<file path="src/rtl/tbt_pkg.sv">
// ----------------------------------------------------------------------------
// tbt_pkg
// Shared types and constants for the triangle tangent/bitangent block.
// ----------------------------------------------------------------------------
package tbt_pkg;

    localparam int POS_W  = 32;                  // corner position width
    localparam int TEX_W  = 16;                  // corner UV width
    localparam int DP_W   = POS_W + 1;           // position delta
    localparam int DT_W   = TEX_W + 1;           // UV delta
    localparam int PROD_W = DP_W + DT_W;         // one edge product
    localparam int NUM_W  = 49;                  // numerator magnitude bits
    localparam int DET_W  = 35;                  // signed determinant
    localparam int UD_W   = DET_W - 1;           // determinant magnitude
    localparam int Q_W    = 33;                  // quotient kept before rounding
    localparam int N_COMP = 6;                   // tangent xyz, bitangent xyz
    localparam int COMP_W = 3;

    localparam int TEX_FRAC_BITS_DEF = 12;

    typedef struct packed {
        logic signed [POS_W-1:0] pos_x;
        logic signed [POS_W-1:0] pos_y;
        logic signed [POS_W-1:0] pos_z;
        logic signed [TEX_W-1:0] tex_u;
        logic signed [TEX_W-1:0] tex_v;
    } tbt_in_t;

    typedef struct packed {
        logic signed [POS_W-1:0] tangent_x;
        logic signed [POS_W-1:0] tangent_y;
        logic signed [POS_W-1:0] tangent_z;
        logic signed [POS_W-1:0] bitangent_x;
        logic signed [POS_W-1:0] bitangent_y;
        logic signed [POS_W-1:0] bitangent_z;
        logic                    degenerate;
        logic                    clipped;
    } tbt_out_t;

    // controller -> datapath
    typedef struct packed {
        logic              store_first;
        logic              store_second;
        logic              capture;      // third corner: form deltas, clear results
        logic              mul_en;
        logic              mul_det;      // operands for the determinant
        logic [COMP_W-1:0] comp;         // component being worked on
        logic              det_en;
        logic              div_start;
        logic              fin_en;
        logic              out_load;
    } tbt_cmd_t;

    // datapath -> controller
    typedef struct packed {
        logic det_zero;
        logic div_done;
        logic out_busy;
    } tbt_sts_t;

endpackage

</file>
<file path="src/rtl/tbt_ctrl.sv">
// ----------------------------------------------------------------------------
// tbt_ctrl
// Sequencer: corner count, determinant, six multiply/divide passes, output.
// ----------------------------------------------------------------------------
module tbt_ctrl import tbt_pkg::*; (
    input  logic     aclk,
    input  logic     aresetn,
    input  logic     s_valid,
    output logic     s_ready,
    output tbt_cmd_t cmd,
    input  tbt_sts_t sts
);

    localparam logic [2:0] ST_IDLE    = 3'd0;
    localparam logic [2:0] ST_DET_MUL = 3'd1;
    localparam logic [2:0] ST_DET_SUB = 3'd2;
    localparam logic [2:0] ST_MUL     = 3'd3;
    localparam logic [2:0] ST_SUB     = 3'd4;
    localparam logic [2:0] ST_DIV     = 3'd5;
    localparam logic [2:0] ST_FIN     = 3'd6;
    localparam logic [2:0] ST_OUT     = 3'd7;

    localparam logic [1:0] CNT_NONE   = 2'd0;
    localparam logic [1:0] CNT_ONE    = 2'd1;
    localparam logic [1:0] CNT_TWO    = 2'd2;

    logic [2:0]        state_reg, state_next;
    logic [1:0]        count_reg, count_next;
    logic [COMP_W-1:0] comp_reg, comp_next;
    logic              take;

    assign s_ready = (state_reg == ST_IDLE);
    assign take    = s_valid && s_ready;

    always_comb begin
        state_next = state_reg;
        count_next = count_reg;
        comp_next  = comp_reg;
        cmd        = '0;
        cmd.comp   = comp_reg;
        case (state_reg)
            ST_IDLE: begin
                if (take) begin
                    case (count_reg)
                        CNT_ONE: begin
                            cmd.store_second = 1'b1;
                            count_next       = CNT_TWO;
                        end
                        CNT_TWO: begin
                            cmd.capture = 1'b1;
                            count_next  = CNT_NONE;
                            state_next  = ST_DET_MUL;
                        end
                        default: begin
                            cmd.store_first = 1'b1;
                            count_next      = CNT_ONE;
                        end
                    endcase
                end
            end
            ST_DET_MUL: begin
                cmd.mul_en  = 1'b1;
                cmd.mul_det = 1'b1;
                state_next  = ST_DET_SUB;
            end
            ST_DET_SUB: begin
                cmd.det_en = 1'b1;
                comp_next  = '0;
                state_next = ST_MUL;
            end
            ST_MUL: begin
                if (sts.det_zero) begin
                    state_next = ST_OUT;
                end else begin
                    cmd.mul_en = 1'b1;
                    state_next = ST_SUB;
                end
            end
            ST_SUB: begin
                cmd.div_start = 1'b1;
                state_next    = ST_DIV;
            end
            ST_DIV: begin
                if (sts.div_done) begin
                    state_next = ST_FIN;
                end
            end
            ST_FIN: begin
                cmd.fin_en = 1'b1;
                if (comp_reg == COMP_W'(N_COMP - 1)) begin
                    state_next = ST_OUT;
                end else begin
                    comp_next  = comp_reg + 1'b1;
                    state_next = ST_MUL;
                end
            end
            ST_OUT: begin
                if (!sts.out_busy) begin
                    cmd.out_load = 1'b1;
                    state_next   = ST_IDLE;
                end
            end
            default: begin
                state_next = ST_IDLE;
            end
        endcase
    end

    always_ff @(posedge aclk) begin
        if (!aresetn) begin
            state_reg <= ST_IDLE;
            count_reg <= CNT_NONE;
            comp_reg  <= '0;
        end else begin
            state_reg <= state_next;
            count_reg <= count_next;
            comp_reg  <= comp_next;
        end
    end

    property p_capture_starts;
        @(posedge aclk) disable iff (!aresetn) cmd.capture |=> (state_reg == ST_DET_MUL);
    endproperty
    a_capture_starts: assert property (p_capture_starts) else $error("capture lost");

    property p_count_range;
        @(posedge aclk) disable iff (!aresetn) count_reg != 2'd3;
    endproperty
    a_count_range: assert property (p_count_range) else $error("corner count out of range");

    property p_comp_range;
        @(posedge aclk) disable iff (!aresetn) comp_reg < COMP_W'(N_COMP);
    endproperty
    a_comp_range: assert property (p_comp_range) else $error("component index out of range");

endmodule
</file>
<file path="config.mk">
export PLATFORM = sky130hd
export DESIGN_NAME = tbt_ctrl
export DESIGN_NICKNAME = d
export VERILOG_FILES = /design/src/rtl/tbt_pkg.sv /design/src/rtl/tbt_ctrl.sv
export SDC_FILE = /design/constraint.sdc
export NUM_CORES = 1
export LEC_CHECK = 0
export ABC_AREA = 1
export BUFFER_PORTS_ARGS = -buffer_cell sky130_fd_sc_hd__buf_4
export CAP_MARGIN = 20
export CORE_AREA = 2 2 39 41
export CTS_CLUSTER_SIZE = 20
export DETAILED_ROUTE_END_ITERATION = 6
export DIE_AREA = 0 0 41 43
export GPL_ROUTABILITY_DRIVEN = 0
export MAX_ROUTING_LAYER = met4
export PLACE_DENSITY = 0.67
export SYNTH_ARGS = -nofsm -noshare
export SYNTH_HDL_FRONTEND = slang
export SYNTH_SLANG_ARGS = --single-unit
</file>
<file path="constraint.sdc">
create_clock -name aclk -period 1.7 [get_ports aclk]
set_input_delay 0.17 -clock aclk [delete_from_list [all_inputs] [get_ports aclk]]
set_output_delay 0.17 -clock aclk [all_outputs]
set_load 0.05 [all_outputs]
</file>
* After elaboration in Yosys (flattened, before gate mapping)
Cells that the tools add are included.
** Storage, ports and cells
- Register bits :: 8
- Word-level logic and storage cells :: 49
- Input port bits :: 6
** Operators by class
- Muxes and demuxes :: 23
- Eq/ne operators :: 15
- Add/sub/neg operators :: 1
- Reductions and logical operators :: 7
** Operators with widths (count)
- $mux W3 :: 8
- $pmux W3 S8 :: 1
- $eq A3 B3 Y1 const B :: 5
- $mux W1 :: 10
- $eq A3 B2 Y1 const B :: 2
- $ne A2 B2 Y1 const B :: 3
- $pmux W3 S2 :: 1
- $ne A2 B1 Y1 const B :: 2
- $pmux W2 S2 :: 1
- $reduce_and A2 Y1 :: 2
- $reduce_and A4 Y1 :: 1
- $add A3 B1 Y3 const B :: 1
- $eq A3 B1 Y1 const B :: 1
- $logic_not A3 Y1 :: 1
- $eq A2 B1 Y1 const B :: 1
- $eq A2 B2 Y1 const B :: 1
- $mux W2 :: 1
- $pmux W1 S2 :: 1
- $reduce_bool A2 Y1 :: 1
- $reduce_or A2 Y1 :: 1
- $logic_and A1 B1 Y1 :: 1

* Longest topological paths before layout
Gate-level depths: netlist (run 1).
- Depth in word-level cells :: 5
- Gate-level depth with buffers :: 8
- Depth with buffers taken out :: 8

* Least setup slack after synthesis (run 1)
OpenSTA, ideal clock, no wires.
- Path type :: register -> output
- Start point :: register state_reg[1]
- End point :: output port cmd[10] (netlist name)
- Data required time :: 1530 ps
- Path slack :: -168 ps
- Cell stages (with the launch flop) :: 7
- Path buffers :: 1
- Arrival time :: 1698 ps
- Path through :: dfxtp_1 -> buf_6 -> nor2_2 -> inv_1 -> nor2_4 -> nand2_1 -> nor2_1
** RTL lines
- start: declaration :: RTL line tbt_ctrl.sv:27 : logic [2:0] state_reg, state_next;
- start signal: assignment :: RTL line tbt_ctrl.sv:115 : state_reg <= state_next;
- end: declaration :: RTL line tbt_ctrl.sv:10 : output tbt_cmd_t cmd,

==> flow_results.org, run 1 <==
** Floorplanning
- Standard-cell rows :: 14
- Total I/O pin count :: 19
- Starting density of the core :: 38.52%
- Measured along the y axis, the die boundary spans 43 um.
- Die width :: 41 um
- Die area :: 0.001763 sq mm
- The core region is 0.001384 sq mm.

** Worst setup path
- Largest stage delay on the critical path :: 0.37 ns
- Cell with the biggest individual delay on the critical path :: sky130_fd_sc_hd__dfxtp_2
- Cell family with the largest share of critical-path delay :: simple AND/OR/NAND/NOR gates
- STA puts the critical path data required time at 1.53 ns.
- The worst setup path is captured at an output pin.
- The critical path goes through nor2_2 > inv_1 > nor2_4 > nand2_1 > nor2_2 > buf_4.
- Category of the worst setup path launch point :: flip-flop
- Classification of the worst setup path :: reg -> out
- Data on the critical path arrives at its endpoint at 1.34 ns.
- Of all nets on the critical path, the largest fanout is 10.
- Worst path buffer plus inverter count :: 2
- Critical path's most frequent cell :: sky130_fd_sc_hd__nor2_2

** Place
- IO buf count :: 18
- Worst slack, placed :: 0.3777 ns
- Detailed placement HPWL :: 893.5 um
- Post-placement cell area :: 689.4 sq um

** Worst hold path
- Hold Path Class :: in -> reg

** Timing
- Summed over all failing endpoints, the final setup total negative slack is 0 ns.
- For the finished layout, the period the worst path requires is 1.510 ns.
- The final-report hold violation count came to 0.
- Setup repair after global routing left no endpoint under its margin.
- Setup slack closes at 0.1900 ns.
- At the pin with the least slew margin, the transition time is 0.3187 ns.
- For the final database, setup skew stands at 0.0006372 ns.
- Derived from the worst setup path, the maximum achievable clock frequency is 0.6623 GHz.
- The tightest hold path in the finished design has a slack of 0.1352 ns.
- The worst path uses 88.82% of the clock period.
- # setup viols final :: 0
- Max transition margin :: 78.72%
- Count of final max-slew check failures :: 0

** Drt
- Before antenna repair, the detailed router went through 4 iterations.
- Routed Wire Length :: 1109 um
- # DRC :: 0
- In the routed layout, each cell is associated on average with a via count of 4.810.
- Routed WL per cell :: 9.560 um
- Initial detailed-routing violation count :: 6
- Post-route antenna net violation count :: 0
- Number of vias in the routed layout :: 558

** Clock network
- The clock net in this run drives a total of 8 sinks.
- Maximum clock insertion buffer count :: 2
- Buffers added to address setup during post-CTS repair amount to 0.
- CTS built an H-tree with a depth of 1.
- Clock insertion delay at the later pin of the skew report :: 0.25 ns
- CTS tree :: done
- CTS Buf Count :: 3
- The tree is rooted in a sky130_fd_sc_hd__clkbuf_4.
- Clock Pin Slew Worst Setup and Hold Paths :: 0.06 ns

** Synth
- After synthesis, the share of flip-flops with an asynchronous set or reset is 0%.
- Dividing the synthesized area by the synthesized cell count gives 6.663 sq um.
- Yosys synthesis warning count :: 0
- Of the synthesized area, sequential elements account for 30.05%.
- Synthesis produced 80 cells.
- Syn Std Cell Area :: 533.0 sq um
- In this run, synthesis inferred 0 flip-flops with an integrated enable.
- Largest area contributor in the netlist :: sky130_fd_sc_hd__dfxtp_1
- Among all cell types in the netlist, the one instantiated most often is sky130_fd_sc_hd__nand2_1.
- Synthesis produced a netlist with a net count of 91.
- Leading post-synthesis cells by instance count :: 17 x sky130_fd_sc_hd__nand2_1, 12 x sky130_fd_sc_hd__inv_1, 10 x sky130_fd_sc_hd__nor2_1
- Predominant post-synthesis flop cell :: sky130_fd_sc_hd__dfxtp_1
- Number of register bits inferred by synthesis :: 8
- Area contributors post-synth :: sky130_fd_sc_hd__dfxtp_1 30%, sky130_fd_sc_hd__nand2_1 12%, sky130_fd_sc_hd__ha_1 12%
- Number of distinct library cell variants in the gate-level netlist after synthesis :: 18
- After synthesis, the largest area contributor takes up 30.05% of total cell area.

** Global routing
- Entering global routing, the biggest net connects 11 pins.
- Vias in the first global route :: 490
- Combined global-route utilization of all metal layers :: 16.55%
- Congestion Overflow GR :: 0
- Wire length of the first global-routing pass :: 1938 um
- Antenna violations before repair :: 0

** Power and ir drop
- For this design the ratio of total power to cell area is 1578 mW/mm^2.
- The worst-case IR drop observed on VDD is 0.6443 mV.
- In this run the static leakage power is 0.3824 nW.

** Layout
- Diodes inserted :: 0
- The finished cells cover 713.2 sq um.
- At the end of the flow the core is filled with cells to 51.54%.
- Compared with the post-synthesis result, the final layout area differs by 33.80%.
- The post-route netlist has 29.00% of its cells at a drive strength greater than 1.
- Nets :: 113

** Status
- Outcome :: finished, final reports clean

** Run
- Number of violations of the max-capacitance limit :: 0
## power breakdown
group / leakage [nW] / switching, mW / internal, mW
Combinational: 0.303 / 0.491 / 0.205
Clock: 0.0138 / 0.0670 / 0.0810
Sequential: 0.0655 / 0.0572 / 0.224
Total: 0.382 / 0.615 / 0.510
## layout by cell type, fill, tap and decap left out, drive strengths merged, types with 2 or more instances in the layout
master  netlist  final
a21oi         6      6
buf           1     18
clkbuf        0      3
dfxtp         8      8
ha            5      5
inv          14     14
nand2        17     17
nand3         9      9
nor2         12     12
nor3          2      2
## cell families (layout without fill, tap and decap cells)
logic type	count (synthesis)	count (layout)	share of synthesized area (%)
buffers and inverters	15	35	11.97
and+or+nand+nor	40	40	32.63
adders and majority gates	5	5	11.74
xor gates and xnor gates	1	1	1.643
AOI/OAI and AO/OA	11	11	11.97
DFF	8	8	30.05
## timing repair
item,in CTS,in global routing
resized for setup,0,1
hold endpoints to repair,0,0
setup endpoints to repair,0,2
hold buffers,0,0
## worst min-delay path: stages
cell and delay (ns):
sky130_fd_sc_hd__buf_4 0.10, sky130_fd_sc_hd__nand2_1 0.05, sky130_fd_sc_hd__inv_1 0.04
## cell type report
type,count,area (sq um)
sequential,8,161.4
clock buffer,3,22.52
multi-input combinational,57,321.6
tap,16,20.02
timing repair buffer,18,135.1
inverter,14,52.55
fill,148,670.6
## layer usage
layer / vias to the layer above / track usage, % / share of wire [%]
li1: 298 / - / -
met1: 246 / 21.24 / 46
met2: 12 / 23.13 / 46
met3: 2 / 3.141 / 6.9
met4: 0 / 10.00 / 1.3
met5: - / - / 0
## through the flow
step | total power, mW | std cells
6_report | 1.125 | 116
5_1_grt | 1.219 | 116
4_1_cts | 1.133 | 116
2_1_floorplan | 0.8082 | 80
3_3_place_gp | 0.9780 | 113
3_5_place_dp | 0.9834 | 113
## final timing paths
kind,startpoint,end,slack [ns],depth (start not counted)
setup reg to reg,comp_reg[1],comp_reg[2],0.37,7
hold / removal,aresetn,state_reg[1],0.14,3
hold reg to reg,count_reg[1],count_reg[1],0.49,2
setup / recovery,state_reg[1],cmd[10],0.19,6
Power figures use the tool's default switching activity.
==> inputs of run 2 (changes only) <==
- ABC_AREA: 1 -> not set
- PLACE_DENSITY: 0.67 -> 0.7
==> run 2 against run 1 <==
Non-clock buffer count is the same. Fmax is 4.7% lower. Total power up 23%. Clock power increased by 3%. Flip-flop and latch count is the same. Clock skew grew 0.0088 ns. Critical path depth fell by 3. Sequential power up 39%. Global-route usage grew 2.3 points. Register-to-register slack better by 0.06 ns. First-iteration DRC count increased by 67%. Critical endpoint is now cmd[11]. Largest cell class unchanged. Highest routed layer unchanged.
==> flow_results.org, run 2 <==
** Timing
- Final worst clock skew :: 0.009481 ns
- # setup viols final :: 0
- Of the available clock period, the critical path in the final layout requires 93.19%.
- Summed over all failing endpoints, the final setup total negative slack is 0 ns.
- Timing would allow up to 0.6312 GHz.
- Minimum period implied by the final worst setup slack :: 1.584 ns
- The total count of max-transition violations in the final report came to 0.
- Transition time at the pin with the least slew margin :: 0.3136 ns
- Unrepaired setup endpoints after global routing :: false
- The final-report hold violation count is 0.
- Max transition margin :: 79.09%

** Clock network
- Clock insertion delay at the later pin of the skew report :: 0.26 ns
- CTS Buf Count :: 3
- In this run the post-CTS setup repair buffer count came out at 0.
- In this run the number of H-tree levels came out at 1.
- Counting every sink on the clock net gives 8.
- Counting along the longest clock path gives a buffer depth of 2.
- Clock Root Buffer :: sky130_fd_sc_hd__clkbuf_4
- Clock Pin Slew Worst Setup and Hold Paths :: 0.06 ns
- TritonCTS built the clock tree.
- In this run, post-CTS hold repair placed 0 buffers.

** Worst setup path
- In this run the register-to-register setup slack is 0.43 ns.
- Largest stage delay on the critical path :: 0.41 ns
- Cell with the biggest individual delay on the critical path :: sky130_fd_sc_hd__dfxtp_2
- Traced cell by cell, the critical path runs through nor3_4 > and3_2 > buf_4.
- The worst setup path is launched from a flip-flop.
- The critical path starts at state_reg[1].
- Highest net fanout along the worst path :: 15
- STA classifies the critical path endpoint as an output pin.
- Data required time at the worst endpoint :: 1.53 ns
- Data arrives at the worst endpoint at 1.41 ns.
- The setup path with the least slack is of type reg -> out.
- Reg-to-reg startpoint :: comp_reg[1]

** Global routing
- Congestion Overflow GR :: 0
- The number of global-route vias before repair came to 500.
- For this run, the total global-route usage over all layers was measured as 18.89%.
- Wire length of the first global-routing pass :: 2118 um
- Entering global routing, the biggest net connects 16 pins.
- Antenna violations before repair :: 0

** Power and ir drop
- Share of total power in combinational logic :: 60.7%
- Internal power contribution :: 0.6450 mW
- In this run the power spent charging and discharging nets is 0.7376 mW.
- For this design the ratio of total power to cell area is 1860 mW/mm^2.
- Lkg Pwr :: 0.3481 nW
- Registers are responsible for 28.3% of the overall power.
- Clock network power share :: 11.0%
- Net switching is 53.35% of the power.
- Peak supply drop :: 0.9773 mV

** Floorplanning
- Total I/O pin count :: 19
- The floorplan has 14 rows.
- The die covers 0.001763 sq mm.
- From left edge to right edge, the die measures 41 um.
- Chip height :: 43 um
- Area of the placeable core :: 0.001384 sq mm
- Starting density of the core :: 41.68%

** Layout
- The finished layout holds 100 standard cells, fillers aside.
- Relative to the synthesized area, the layout overhead comes to 28.85%.
- Total area of sequential cells :: 163.9 sq um
- Final-layout fill cell count :: 146
- The repair_antennas step left the layout with diodes totalling 0.
- Share of cells above drive strength 1 :: 36.90%
- Nets :: 97
- Most common cell after layout, fill and taps aside :: sky130_fd_sc_hd__buf_4
- Footprint of the multi-input gates :: 386.6 sq um
- Commonest cells after routing, fill and taps aside :: 18 x sky130_fd_sc_hd__buf_4, 7 x sky130_fd_sc_hd__a21oi_1, 5 x sky130_fd_sc_hd__ha_1, 5 x sky130_fd_sc_hd__dfxtp_1

** Synth
- Synthesized instance count :: 66
- Synthesis inferred 8 register bits.
- When the netlist entered floorplanning its net count stood at 77.
- EDFF count, synth :: 0
- Predominant post-synthesis flop cell :: sky130_fd_sc_hd__dfxtp_1
- Area contributors post-synth :: sky130_fd_sc_hd__dfxtp_1 28%, sky130_fd_sc_hd__ha_1 11%, sky130_fd_sc_hd__a21oi_1 6.9%
- Share of synthesized flip-flops with an asynchronous set or reset :: 0%
- After synthesis the cells add up to 576.8 sq um.
- In this run the biggest area consumer among cell types represents 27.77% of the synthesized area.
- Largest area contributor in the netlist :: sky130_fd_sc_hd__dfxtp_1
- For this run, the number of Yosys warnings is 0.
- The commonest cells after synthesis are 8 x sky130_fd_sc_hd__a21oi_1, 8 x sky130_fd_sc_hd__dfxtp_1, 5 x sky130_fd_sc_hd__and3_1, 5 x sky130_fd_sc_hd__ha_1.
- Yosys mapped the design onto 28 distinct sky130hd cell types.
- Avg Synthesized Cell Area :: 8.739 sq um
- Seq/Total Area, Yosys :: 27.77%

** Drt
- Initial detailed-routing violation count :: 10
- First-pass detailed-route iteration total :: 4
- Number of vias in the routed layout :: 545
- In this run the remaining antenna-violating nets after routing total 0.
- Dividing the detail-routed via count by the number of cells gives 5.450.
- Routed Wire Length :: 1294 um
- # DRC :: 0
- Routed WL per cell :: 12.94 um

** Place
- The wire-length estimate of the detail-placed layout is 961.1 um.
- IO buf count :: 18
- After detailed placement, the design holds a cell count of 97.

** Worst hold path
- The worst hold path begins at aresetn.
- The path class of the tightest hold or removal check is in -> reg.

** Status
- The run finished with clean final reports.

** Run
- The tool flagged a number of max-cap violations equal to 0.
-- run 2: cell types whose count changed in the layout (fill, tap and decap cells not counted), sizes merged, moves of 3 or more --
cell / change
inv: -10
and3: +5
nand2: -14
nand3b: +3
nand3: -8
nor2: -10
nand2b: +4
-- run 2: layout make-up --
cell class	count	share of cell area (%)
well taps	16	2.694
repair buffers	18	18.18
clock buffers	3	3.030
flip-flops and latches	8	22.05
multi-input cells	51	52.02
inverters	4	2.020
-- run 2: logic make-up after synthesis --
group / after synthesis / synth area share, %
flops: 8 / 27.77
simple gates: 25 / 28.85
compound gates: 19 / 21.04
buf+inv: 7 / 7.809
mux: 2 / 3.688
fa+ha+maj: 5 / 10.85
-- run 2: metrics by stage --
stage          utilization, %  total power, mW  cell area (sq um)  setup WS [ns]  hold WS (ns)
3_5_place_dp            51.81            1.227              716.9         0.3259        0.4109
3_3_place_gp            51.81            1.212              716.9         0.3530        0.4067
2_1_floorplan               -            1.061              591.8        0.05793        0.2875
4_1_cts                 53.44            1.386              739.5        0.03617        0.1384
6_report                53.71            1.383              743.2         0.1158        0.1429
5_1_grt                 53.71            1.468              743.2        0.04627        0.1309
-- run 2: timing repair --
item / in CTS / in global routing
setup endpoints to repair: 0 / 7
endpoints found under the hold margin: 0 / 0
gates resized for setup: 0 / 3
-- run 2: routing by layer --
metal | global-route usage (%) | up-vias | share of wire, %
met4 | 10.00 | 0 | 1.7
met3 | 7.853 | 2 | 5.5
met2 | 28.13 | 16 | 54
met1 | 20.45 | 254 | 39
li1 | - | 273 | -
met5 | - | - | 0
-- run 2: final timing paths --
kind,depth (start not counted),endpoint
hold / removal,2,count_reg[1]
hold reg to reg,2,comp_reg[1]
setup reg to reg,5,comp_reg[2]
setup / recovery,3,cmd[11]
-- run 2: power groups by stage --
stage               Sequential (mW)  Combinational [mW]  Clock, mW
floorplan                     0.305               0.756          0
global placement              0.373               0.838          0
detailed placement            0.383               0.844          0
CTS                           0.378               0.847      0.161
global route                  0.402               0.898      0.167
finish                        0.391               0.840      0.152
-- run 2: worst max-delay path: cells and delay by family, from the launching register on --
family,cells,cell delay (ns)
buffers and inverters,1,0.19
flip-flops,1,0.41
AND/OR/NAND/NOR,2,0.55
