## config.mk

```make
export PLATFORM = sky130hd
export DESIGN_NAME = tbt_dp
export DESIGN_NICKNAME = d
export VERILOG_FILES = /design/src/rtl/tbt_pkg.sv /design/src/rtl/tbt_div.sv /design/src/rtl/tbt_dp.sv
export SDC_FILE = /design/constraint.sdc
export NUM_CORES = 2
export LEC_CHECK = 0
export BUFFER_PORTS_ARGS = -buffer_cell sky130_fd_sc_hd__buf_2
export CAP_MARGIN = 20
export CORE_ASPECT_RATIO = 1.2
export CORE_UTILIZATION = 55
export DETAILED_ROUTE_END_ITERATION = 10
export PLACE_DENSITY = 0.72
export SLEW_MARGIN = 25
export SYNTH_ARGS = -nofsm -noshare
export SYNTH_HDL_FRONTEND = slang
export SYNTH_HIERARCHICAL = 1
export SYNTH_SLANG_ARGS = --single-unit
```

## constraint.sdc

```tcl
create_clock -name aclk -period 17.2 [get_ports aclk]
set_input_delay 3.44 -clock aclk [delete_from_list [all_inputs] [get_ports aclk]]
set_output_delay 3.44 -clock aclk [all_outputs]
set_load 0.02 [all_outputs]
```

## src/rtl/tbt_pkg.sv

```systemverilog
// ----------------------------------------------------------------------------
// tbt_pkg
// Shared types and constants for the triangle tangent/bitangent block.
// ----------------------------------------------------------------------------
package tbt_pkg;

    localparam int POS_W  = 32;                  // corner position width
    localparam int TEX_W  = 16;                  // corner UV width
    localparam int DP_W   = POS_W + 1;           // position delta
    localparam int DT_W   = TEX_W + 1;           // UV delta
    localparam int PROD_W = DP_W + DT_W;         // one edge product
    localparam int NUM_W  = 49;                  // numerator magnitude bits
    localparam int DET_W  = 35;                  // signed determinant
    localparam int UD_W   = DET_W - 1;           // determinant magnitude
    localparam int Q_W    = 33;                  // quotient kept before rounding
    localparam int N_COMP = 6;                   // tangent xyz, bitangent xyz
    localparam int COMP_W = 3;

    localparam int TEX_FRAC_BITS_DEF = 12;

    typedef struct packed {
        logic signed [POS_W-1:0] pos_x;
        logic signed [POS_W-1:0] pos_y;
        logic signed [POS_W-1:0] pos_z;
        logic signed [TEX_W-1:0] tex_u;
        logic signed [TEX_W-1:0] tex_v;
    } tbt_in_t;

    typedef struct packed {
        logic signed [POS_W-1:0] tangent_x;
        logic signed [POS_W-1:0] tangent_y;
        logic signed [POS_W-1:0] tangent_z;
        logic signed [POS_W-1:0] bitangent_x;
        logic signed [POS_W-1:0] bitangent_y;
        logic signed [POS_W-1:0] bitangent_z;
        logic                    degenerate;
        logic                    clipped;
    } tbt_out_t;

    // controller -> datapath
    typedef struct packed {
        logic              store_first;
        logic              store_second;
        logic              capture;      // third corner: form deltas, clear results
        logic              mul_en;
        logic              mul_det;      // operands for the determinant
        logic [COMP_W-1:0] comp;         // component being worked on
        logic              det_en;
        logic              div_start;
        logic              fin_en;
        logic              out_load;
    } tbt_cmd_t;

    // datapath -> controller
    typedef struct packed {
        logic det_zero;
        logic div_done;
        logic out_busy;
    } tbt_sts_t;

endpackage

```

## src/rtl/tbt_div.sv

```systemverilog
// ----------------------------------------------------------------------------
// tbt_div
// Restoring divider, one quotient bit per cycle, with overflow sticky.
// ----------------------------------------------------------------------------
module tbt_div import tbt_pkg::*; #(
    parameter int TEX_FRAC_BITS = TEX_FRAC_BITS_DEF
) (
    input  logic             aclk,
    input  logic             aresetn,
    input  logic             start,
    input  logic [NUM_W-1:0] num,
    input  logic [UD_W-1:0]  den,
    output logic             done,
    output logic [Q_W-1:0]   quot,
    output logic             big
);

    localparam int DVD_W   = NUM_W + TEX_FRAC_BITS + 1;
    localparam int STEPS   = DVD_W;
    localparam int CNT_W   = $clog2(STEPS);

    logic [DVD_W-1:0] dvd_reg;
    logic [UD_W-1:0]  rem_reg;
    logic [Q_W-1:0]   q_reg;
    logic             big_reg;
    logic             busy_reg;
    logic             done_reg;
    logic [CNT_W-1:0] cnt_reg;

    logic [UD_W:0]    trial;
    logic             fits;
    logic [UD_W:0]    diff;

    assign trial = {rem_reg, dvd_reg[DVD_W-1]};
    assign fits  = trial >= {1'b0, den};
    assign diff  = trial - {1'b0, den};

    always_ff @(posedge aclk) begin
        if (!aresetn) begin
            busy_reg <= 1'b0;
            done_reg <= 1'b0;
            cnt_reg  <= '0;
        end else begin
            done_reg <= busy_reg && (cnt_reg == '0);
            if (start) begin
                busy_reg <= 1'b1;
                cnt_reg  <= CNT_W'(STEPS - 1);
            end else if (busy_reg) begin
                if (cnt_reg == '0) begin
                    busy_reg <= 1'b0;
                end else begin
                    cnt_reg <= cnt_reg - 1'b1;
                end
            end
        end
    end

    always_ff @(posedge aclk) begin
        if (start) begin
            dvd_reg <= {num, {(TEX_FRAC_BITS + 1){1'b0}}};
            rem_reg <= '0;
            q_reg   <= '0;
            big_reg <= 1'b0;
        end else if (busy_reg) begin
            dvd_reg <= {dvd_reg[DVD_W-2:0], 1'b0};
            rem_reg <= fits ? diff[UD_W-1:0] : trial[UD_W-1:0];
            q_reg   <= {q_reg[Q_W-2:0], fits};
            // any bit pushed past the kept width means the quotient is out of range
            big_reg <= big_reg | q_reg[Q_W-1];
        end
    end

    assign done = done_reg;
    assign quot = q_reg;
    assign big  = big_reg;

    property p_no_restart;
        @(posedge aclk) disable iff (!aresetn) start |-> !busy_reg;
    endproperty
    a_no_restart: assert property (p_no_restart) else $error("divider restarted while busy");

    property p_done_after_busy;
        @(posedge aclk) disable iff (!aresetn) done_reg |-> !busy_reg;
    endproperty
    a_done_after_busy: assert property (p_done_after_busy) else $error("done while busy");

    property p_busy_ends;
        @(posedge aclk) disable iff (!aresetn)
            (busy_reg && cnt_reg == '0 && !start) |=> (done_reg && !busy_reg);
    endproperty
    a_busy_ends: assert property (p_busy_ends) else $error("divider did not finish");

endmodule

```

## src/rtl/tbt_dp.sv

```systemverilog
// ----------------------------------------------------------------------------
// tbt_dp
// Datapath: corner store, deltas, shared multiplier pair, divider, output word.
// ----------------------------------------------------------------------------
module tbt_dp import tbt_pkg::*; #(
    parameter int TEX_FRAC_BITS = TEX_FRAC_BITS_DEF
) (
    input  logic     aclk,
    input  logic     aresetn,
    input  tbt_in_t  s_data,
    input  tbt_cmd_t cmd,
    output tbt_sts_t sts,
    output logic     m_valid,
    input  logic     m_ready,
    output tbt_out_t m_data
);

    logic signed [POS_W-1:0]  p1x_reg, p1y_reg, p1z_reg, p2x_reg, p2y_reg, p2z_reg;
    logic signed [TEX_W-1:0]  t1u_reg, t1v_reg, t2u_reg, t2v_reg;
    logic signed [DP_W-1:0]   dp1_reg [3];
    logic signed [DP_W-1:0]   dp2_reg [3];
    logic signed [DT_W-1:0]   du1_reg, dv1_reg, du2_reg, dv2_reg;
    logic signed [PROD_W-1:0] pa_reg, pb_reg;
    logic signed [DET_W-1:0]  det_reg;
    logic                     neg_reg;
    logic signed [POS_W-1:0]  res_reg [N_COMP];
    logic                     clip_reg;
    tbt_out_t                 out_reg;
    logic                     m_valid_reg;

    logic signed [DP_W-1:0]   mul_a1, mul_a2;
    logic signed [DT_W-1:0]   mul_b1, mul_b2;
    logic [1:0]               axis;
    logic signed [PROD_W:0]   pa_x, pb_x, diff;
    logic [PROD_W:0]          diff_mag;
    logic [DET_W-1:0]         det_mag;
    logic                     div_done, div_big;
    logic [Q_W-1:0]           div_q;
    logic [Q_W:0]             q_inc;
    logic [Q_W-1:0]           q_rnd, limit, mag;
    logic                     sat;
    logic [Q_W-1:0]           val;

    always_ff @(posedge aclk) begin
        if (cmd.store_first) begin
            p1x_reg <= s_data.pos_x;
            p1y_reg <= s_data.pos_y;
            p1z_reg <= s_data.pos_z;
            t1u_reg <= s_data.tex_u;
            t1v_reg <= s_data.tex_v;
        end
        if (cmd.store_second) begin
            p2x_reg <= s_data.pos_x;
            p2y_reg <= s_data.pos_y;
            p2z_reg <= s_data.pos_z;
            t2u_reg <= s_data.tex_u;
            t2v_reg <= s_data.tex_v;
        end
        if (cmd.capture) begin
            dp1_reg[0] <= DP_W'(p2x_reg) - DP_W'(p1x_reg);
            dp1_reg[1] <= DP_W'(p2y_reg) - DP_W'(p1y_reg);
            dp1_reg[2] <= DP_W'(p2z_reg) - DP_W'(p1z_reg);
            dp2_reg[0] <= DP_W'(s_data.pos_x) - DP_W'(p1x_reg);
            dp2_reg[1] <= DP_W'(s_data.pos_y) - DP_W'(p1y_reg);
            dp2_reg[2] <= DP_W'(s_data.pos_z) - DP_W'(p1z_reg);
            du1_reg    <= DT_W'(t2u_reg) - DT_W'(t1u_reg);
            dv1_reg    <= DT_W'(t2v_reg) - DT_W'(t1v_reg);
            du2_reg    <= DT_W'(s_data.tex_u) - DT_W'(t1u_reg);
            dv2_reg    <= DT_W'(s_data.tex_v) - DT_W'(t1v_reg);
        end
    end

    // operand select: determinant, tangent (dv terms) or bitangent (du terms)
    always_comb begin
        axis = (cmd.comp >= COMP_W'(3)) ? 2'(cmd.comp - COMP_W'(3)) : 2'(cmd.comp);
        if (axis > 2'd2) begin
            axis = 2'd0;
        end
        if (cmd.mul_det) begin
            mul_a1 = DP_W'(du1_reg);
            mul_b1 = dv2_reg;
            mul_a2 = DP_W'(dv1_reg);
            mul_b2 = du2_reg;
        end else if (cmd.comp < COMP_W'(3)) begin
            mul_a1 = dp1_reg[axis];
            mul_b1 = dv2_reg;
            mul_a2 = dp2_reg[axis];
            mul_b2 = dv1_reg;
        end else begin
            mul_a1 = dp1_reg[axis];
            mul_b1 = du1_reg;
            mul_a2 = dp2_reg[axis];
            mul_b2 = du2_reg;
        end
    end

    always_ff @(posedge aclk) begin
        if (cmd.mul_en) begin
            pa_reg <= mul_a1 * mul_b1;
            pb_reg <= mul_a2 * mul_b2;
        end
    end

    assign pa_x     = pa_reg;
    assign pb_x     = pb_reg;
    assign diff     = pa_x - pb_x;
    assign diff_mag = diff[PROD_W] ? -diff : diff;
    assign det_mag  = det_reg[DET_W-1] ? -det_reg : det_reg;

    always_ff @(posedge aclk) begin
        if (cmd.det_en) begin
            det_reg <= diff[DET_W-1:0];
        end
        if (cmd.div_start) begin
            neg_reg <= diff[PROD_W] ^ det_reg[DET_W-1];
        end
    end

    tbt_div #(
        .TEX_FRAC_BITS(TEX_FRAC_BITS)
    ) u_div (
        .aclk    (aclk),
        .aresetn (aresetn),
        .start   (cmd.div_start),
        .num     (diff_mag[NUM_W-1:0]),
        .den     (det_mag[UD_W-1:0]),
        .done    (div_done),
        .quot    (div_q),
        .big     (div_big)
    );

    // quotient carries one extra fraction bit: round half away, then saturate
    always_comb begin
        q_inc = {1'b0, div_q} + 1'b1;
        q_rnd = q_inc[Q_W:1];
        limit = neg_reg ? Q_W'(33'h0_8000_0000) : Q_W'(33'h0_7FFF_FFFF);
        sat   = div_big || (q_rnd > limit);
        mag   = sat ? limit : q_rnd;
        val   = neg_reg ? -mag : mag;
    end

    always_ff @(posedge aclk) begin
        if (cmd.capture) begin
            for (int i = 0; i < N_COMP; i++) begin
                res_reg[i] <= '0;
            end
            clip_reg <= 1'b0;
        end else if (cmd.fin_en) begin
            res_reg[cmd.comp] <= val[POS_W-1:0];
            clip_reg          <= clip_reg | sat;
        end
        if (cmd.out_load) begin
            out_reg.tangent_x   <= res_reg[0];
            out_reg.tangent_y   <= res_reg[1];
            out_reg.tangent_z   <= res_reg[2];
            out_reg.bitangent_x <= res_reg[3];
            out_reg.bitangent_y <= res_reg[4];
            out_reg.bitangent_z <= res_reg[5];
            out_reg.degenerate  <= (det_reg == '0);
            out_reg.clipped     <= clip_reg;
        end
    end

    always_ff @(posedge aclk) begin
        if (!aresetn) begin
            m_valid_reg <= 1'b0;
        end else if (cmd.out_load) begin
            m_valid_reg <= 1'b1;
        end else if (m_ready) begin
            m_valid_reg <= 1'b0;
        end
    end

    assign sts.det_zero = (det_reg == '0);
    assign sts.div_done = div_done;
    assign sts.out_busy = m_valid_reg && !m_ready;
    assign m_valid      = m_valid_reg;
    assign m_data       = out_reg;

    property p_load_free;
        @(posedge aclk) disable iff (!aresetn) cmd.out_load |-> (!m_valid_reg || m_ready);
    endproperty
    a_load_free: assert property (p_load_free) else $error("output word overwritten");

    property p_load_valid;
        @(posedge aclk) disable iff (!aresetn) cmd.out_load |=> m_valid_reg;
    endproperty
    a_load_valid: assert property (p_load_valid) else $error("loaded word not shown");

    property p_degenerate_clean;
        @(posedge aclk) disable iff (!aresetn)
            (m_valid_reg && out_reg.degenerate) |->
                (!out_reg.clipped && out_reg.tangent_x == '0 && out_reg.bitangent_z == '0);
    endproperty
    a_degenerate_clean: assert property (p_degenerate_clean)
        else $error("degenerate word has nonzero content");

endmodule

```

-- Word level (Yosys, flattened, before mapping)
Memories as Yosys holds them, arrays and structs flattened. A register that Yosys moved wholly into a read port is not among the register bits.
Cells that the tools add are included.
- output and inout port bits: 198
- flip-flop bits (word level): 589
- logic and storage cells: 108
- memories: 3
- bits in writable memories: 390
- memory list (memory ; words ; bits a word ; rd ports ; clocked after memory_dff ; wr ports ; line ; source):
    res_reg ; 6 ; 32 ; 6 ; 6 ; 6 ; tbt_dp.sv:26 ; logic signed [POS_W-1:0] res_reg [N_COMP];
    dp1_reg ; 3 ; 33 ; 1 ; 0 ; 3 ; tbt_dp.sv:20 ; logic signed [DP_W-1:0] dp1_reg [3];
    dp2_reg ; 3 ; 33 ; 1 ; 0 ; 3 ; tbt_dp.sv:21 ; logic signed [DP_W-1:0] dp2_reg [3];
- multipliers: 2
- $lt $le $gt $ge: 5
- reduce and logical (&&, ||, !) cells: 12
- multiplexer cells: 32
- equality and inequality tests: 1
- $add $sub $neg: 18
- bitwise operators: 5
- operator list (operator ; number):
    $sub A32 B32 Y33 ; 6
    $mux W32 ; 4
    $mux W62 ; 2
    $mul A33 B17 Y50 ; 2
    $mux W17 ; 4
    $mux W34 ; 2
    $sub A16 B16 Y17 ; 4
    $mux W33 ; 2
    $sub A50 B50 Y51 ; 1
    $mux W49 ; 1
    $neg A49 Y49 ; 1
    $ge A35 B34 Y1 ; 1
    $logic_not A35 Y1 ; 1
    $add A33 B1 Y34 const B ; 1
    $neg A34 Y34 ; 1
    $sub A34 B34 Y34 ; 1
    $gt A33 B32 Y1 ; 1
    $neg A32 Y32 ; 1
    $reduce_or A32 Y1 ; 1
    $mux W6 ; 3
    $mux W1 ; 11
    $logic_not A6 Y1 ; 1
    $sub A6 B1 Y6 const B ; 1
    $mux W2 ; 2
    15 further kinds ; 20

-- Depth between registers and ports, before layout
- depth in word-level cells: 7
- depth in mapped cells: 36
- depth with buffers taken out: 34

-- Hierarchy
The synthesis kept the hierarchy.
- by module, submodules not included (module ; cells each ; sequential area each (um2) ; instances ; area each (um2)):
    tbt_dp ; 8895 ; 31390.1 ; 1 ; 91878.1
    tbt_div ; 758 ; 2992.9 ; 1 ; 7300.8

-- Worst setup path after synthesis
Ideal clock, no wire load.
- path kind: input -> register
- start: input port cmd[6] (netlist name)
- end: register pa_reg[42], data pin
- arrival time: 11585 ps
- path buffers: 3
- cell stages on the path: 34
- setup slack: 5352 ps
- cells stage by stage: clkbuf_1 -> nor2_1 -> nor3_1 -> a31oi_1 -> buf_1 -> clkbuf_1 -> mux2i_1 -> nor2_1 -> a21oi_1 -> o21ai_1 -> nand2_1 -> fa_1 -> inv_1 -> fa_1 -> inv_1 -> fa_1 -> inv_1 -> fa_1 -> fa_1 -> inv_1 -> fa_1 -> inv_1 -> ha_1 -> a21oi_1 -> o21ai_0 -> a21oi_1 -> o2111ai_1 -> o211a_1 -> o31a_1 -> o41ai_1 -> o22ai_1 -> or2_2 -> a221oi_1 -> xnor2_1
- word-level cells in the longest chain between the ends: 7
- elaborated cells between the ends (all ways): 10
- RTL lines (what ; line ; source):
    start, declared ; tbt_dp.sv:11 ; input tbt_cmd_t cmd,
    $ge A3 B2 Y1 ; tbt_dp.sv:75 ; axis = (cmd.comp >= COMP_W'(3)) ? 2'(cmd.comp - COMP_W'(3)) : 2'(cmd.comp);
    $mux W2 ; tbt_dp.sv:75 ;
    $gt A2 B2 Y1 ; tbt_dp.sv:76 ; if (axis > 2'd2) begin
    $mux W2 ; tbt_dp.sv:76 ;
    $mem_v2 Z3 W33 ; - ;
    $mux W33 ; tbt_dp.sv:79 ; if (cmd.mul_det) begin
    $mul A33 B17 Y50 * ; tbt_dp.sv:99 ; pa_reg <= mul_a1 * mul_b1;
    end signal, assigned ; tbt_dp.sv:99 ;
    end, declared ; tbt_dp.sv:23 ; logic signed [PROD_W-1:0] pa_reg, pb_reg;
Mark *: on every way between the ends. The rest lies on a longest branch, timed or not.
A chain may end at the register's enable or synchronous reset.

-- Worst setup path after layout
- start: input port cmd[4] (netlist name)
- end: register pb_reg[49], data pin
- word-level cells in the longest chain between the ends: 7
- elaborated cells between the ends (all ways): 11
- RTL lines (what ; line ; source):
    $ge A3 B2 Y1 / $sub A2 B2 Y2 (equally long branches) ; tbt_dp.sv:75 ;
    $mux W2 ; tbt_dp.sv:75 ;
    $gt A2 B2 Y1 ; tbt_dp.sv:76 ;
    $mux W2 ; tbt_dp.sv:76 ;
    $mem_v2 Z3 W33 ; - ;
    $mux W33 ; tbt_dp.sv:79 ;
    $mul A33 B17 Y50 * ; tbt_dp.sv:100 ; pb_reg <= mul_a2 * mul_b2;
    end signal, assigned ; tbt_dp.sv:100 ;
    end, declared ; tbt_dp.sv:23 ;
Marks and branches as above.

==> results.md <==
- Status: completed
- H-tree depth: 3
- DRC viols: 0
- Vias per Instance: 5.765
- R2r startpoint: dp2_reg[1][17]
- Final Critical Period: 13.57 ns
- First-pass GRT wire length: ~430,000 um
- Post-synthesis cell type count: 106
- Core area: 0.1789 mm^2
- Number of flops mapped to enable cells by yosys: 1,093
- Cell Area, Synth: 0.09918 mm^2
- Launch point of the worst path: cmd[4]
- Synth top area share: 33.09%
- CP Max Fanout: 20
- CTS tree: yes
- Mapped Cells: a little under 10,000
- Drt wl/cell: roughly 23 um
- Sequential share of the synthesized area: 34.67%
- Largest net degree at the start of global routing: 133
- Synth-to-layout area growth: 9.058%
- Final setup vio count: 0
- Synth Area per Inst: 10.27 um^2
- Most frequent cell after synthesis: inv_1
- Die Footprint: roughly 0.18 mm^2
- Filler Cells Inserted: 14,635
- Hold Vio Cnt, Final: 0
- Final WL: 283,000 um
- Maximum clock path buffer count: 3
- Number of flip-flops in the largest register: 194
- Post-DP HPWL: roughly 230,000 um
- I/O Pins: between 300 and 400
- Hold WC Path Type: flop to flop
- Row count: 170
- Fmax: 73.70 MHz
- Total congestion overflow: 0
- Slowest stage cell, crit path: a31oi_1
- Postcts setup bufs: 0
- GRT Total Usage: 31.20%
- Vias in the first global route: between 70,000 and 80,000
- Post-CTS resize count: 0
- CP Class: primary input to flop
- Area leader, netlist: edfxtp_1
- Syn nets: 11,492
- Final Slew Violations: 0
- Clock Pin Slew Worst Setup and Hold Paths: about 0.07 ns
- Post-Route Setup TNS: 0 ns
- Top post-synthesis cells by count: inv_1, nor2_1, edfxtp_1, fa_1, nand2_1
- Worst-Margin Slew: 1.151 ns
- Type of origin of the critical path: primary input
- Initial Util: 55.44%
- 1st-pass router iterations: 6
- DRT iter0 DRCs: between 4,000 and 5,000
- #FFs+latches synth: between 1,000 and 1,500
- CP peak stage delay: 0.84 ns
- RD Place Congestion: around 1
- Max Cap Violations: 0
- Vias: 71,799
- ANT nets after route: 0
- Hold_buf cts: 0
- Yosys warning count: 6
- Die width: 389.7 um
- Worst path most repeated cell: fa_1
- Setup Skew: 0.08476 ns
- Layout cell share with drive strength beyond 1: 8.236%
- Final worst path period share: 78.89%
- Post-synth ARST share: 0%
- CP arrival: 14.12 ns
- Initial antenna violation count: 27
- Skew-Pair Late Insertion Delay: about 0.83 ns
- CP Capture Type: flop
- Root Driver: clkbuf_16
- Top_reg_cell synth: edfxtp_1
- Vertical die dimension: 467.2 um
- Largest cells by area after synthesis: edfxtp_1, fa_1, ha_1
- Required time of the critical path: 17.76 ns
- Hold path start: res_reg[4][12]
- TritonCTS sink count: 1,171
- Max transition margin: approximately 22%
- NumNets Final: between 10,000 and 15,000
- CTS Buf Count: 121
- PortBufs: 340
- RSZ-0062 raised after global routing: false
[metrics by stage]
stage	util, %	hold WS [ns]	worst slack, ns	instance area, um^2	std cells
2_1_floorplan	-	0.4003	5.352	99180	9653
3_3_place_gp	58.03	0.4010	2.715	103800	12220
3_5_place_dp	58.06	0.4045	2.908	103900	12221
4_1_cts	60.42	0.4183	3.797	108100	12448
5_1_grt	60.46	0.4207	3.250	108200	12450
6_report	60.47	0.4140	3.631	108200	12454
[final cells by class]
| class | instances | area [um^2] | area share, % |
|---|---|---|---|
| multi-input cells | 6690 | 58360 | 53.96 |
| flip-flops and latches | 1171 | 34390 | 31.79 |
| inverters | 1522 | 5713 | 5.282 |
| clock buffers | 141 | 3133 | 2.897 |
| well taps | 2408 | 3013 | 2.786 |
| repair buffers | 431 | 2461 | 2.275 |
| clock inverters | 86 | 1082 | 1.001 |
| diodes | 5 | 12.51 | 0.01157 |
[final timing paths]
kind         slack, ns         end  depth (start not counted)
max reg2reg       8.13  pb_reg[49]                         25
min reg2reg       0.41  m_data[46]                          0
max               3.63  pb_reg[49]                         32
min               0.41  m_data[46]                          0
[metal layers]
layer | wire [um] | share of wire, % | vias to the layer above | global-route usage [%]
met2 | 143000 | 51 | 2751 | 56.04
li1 | - | - | 32761 | -
met5 | 284 | 0.10 | - | 0
met1 | 102500 | 36 | 35460 | 34.90
met4 | 18660 | 6.6 | 44 | 17.98
met3 | 18540 | 6.6 | 783 | 5.111
[critical path: cells and delay by family]
| family | cells | cell delay (ns) |
|---|---|---|
| AOI/OAI and AO/OA | 12 | 4.69 |
| muxes | 1 | 0.17 |
| adders and majority gates | 8 | 3.63 |
| xor gates and xnor gates | 1 | 0.15 |
| buffers and inverters | 6 | 1.13 |
| and+or+nand+nor | 4 | 0.83 |
[layout by cell type (no fill, tap or decap), types with 76 or more instances in the layout]
cell type  netlist  final
dfxtp_1         78     77
xor2_1         114    114
edfxtp_1      1093   1093
nor3_1         119    119
o21a_1         140    140
clkbuf_16        0    121
xnor2_1        352    352
o21ai_0        250    249
nor2b_1         82     81
nand2_1        916    915
nor2_1        1111   1110
inv_1         1521   1521
nand3_1        114    113
ha_1           612    612
a21o_1         159    159
buf_2           12    333
buf_4            5     91
mux2i_1        142    116
fa_1          1084   1084
mux2_2          76     76
a21oi_1        417    417
[kinds of logic after synthesis]
logic type,Yosys count,synth area share (%)
compound gates,1526,10.10
xor+xnor,466,4.115
fa+ha+maj,1696,29.60
buf+inv,1792,6.853
flops,1171,34.67
mux,222,2.341
simple gates,2780,12.32
Power is not shown: default switching activity piles up to over one toggle a cycle in this logic, so the estimate is an artifact.
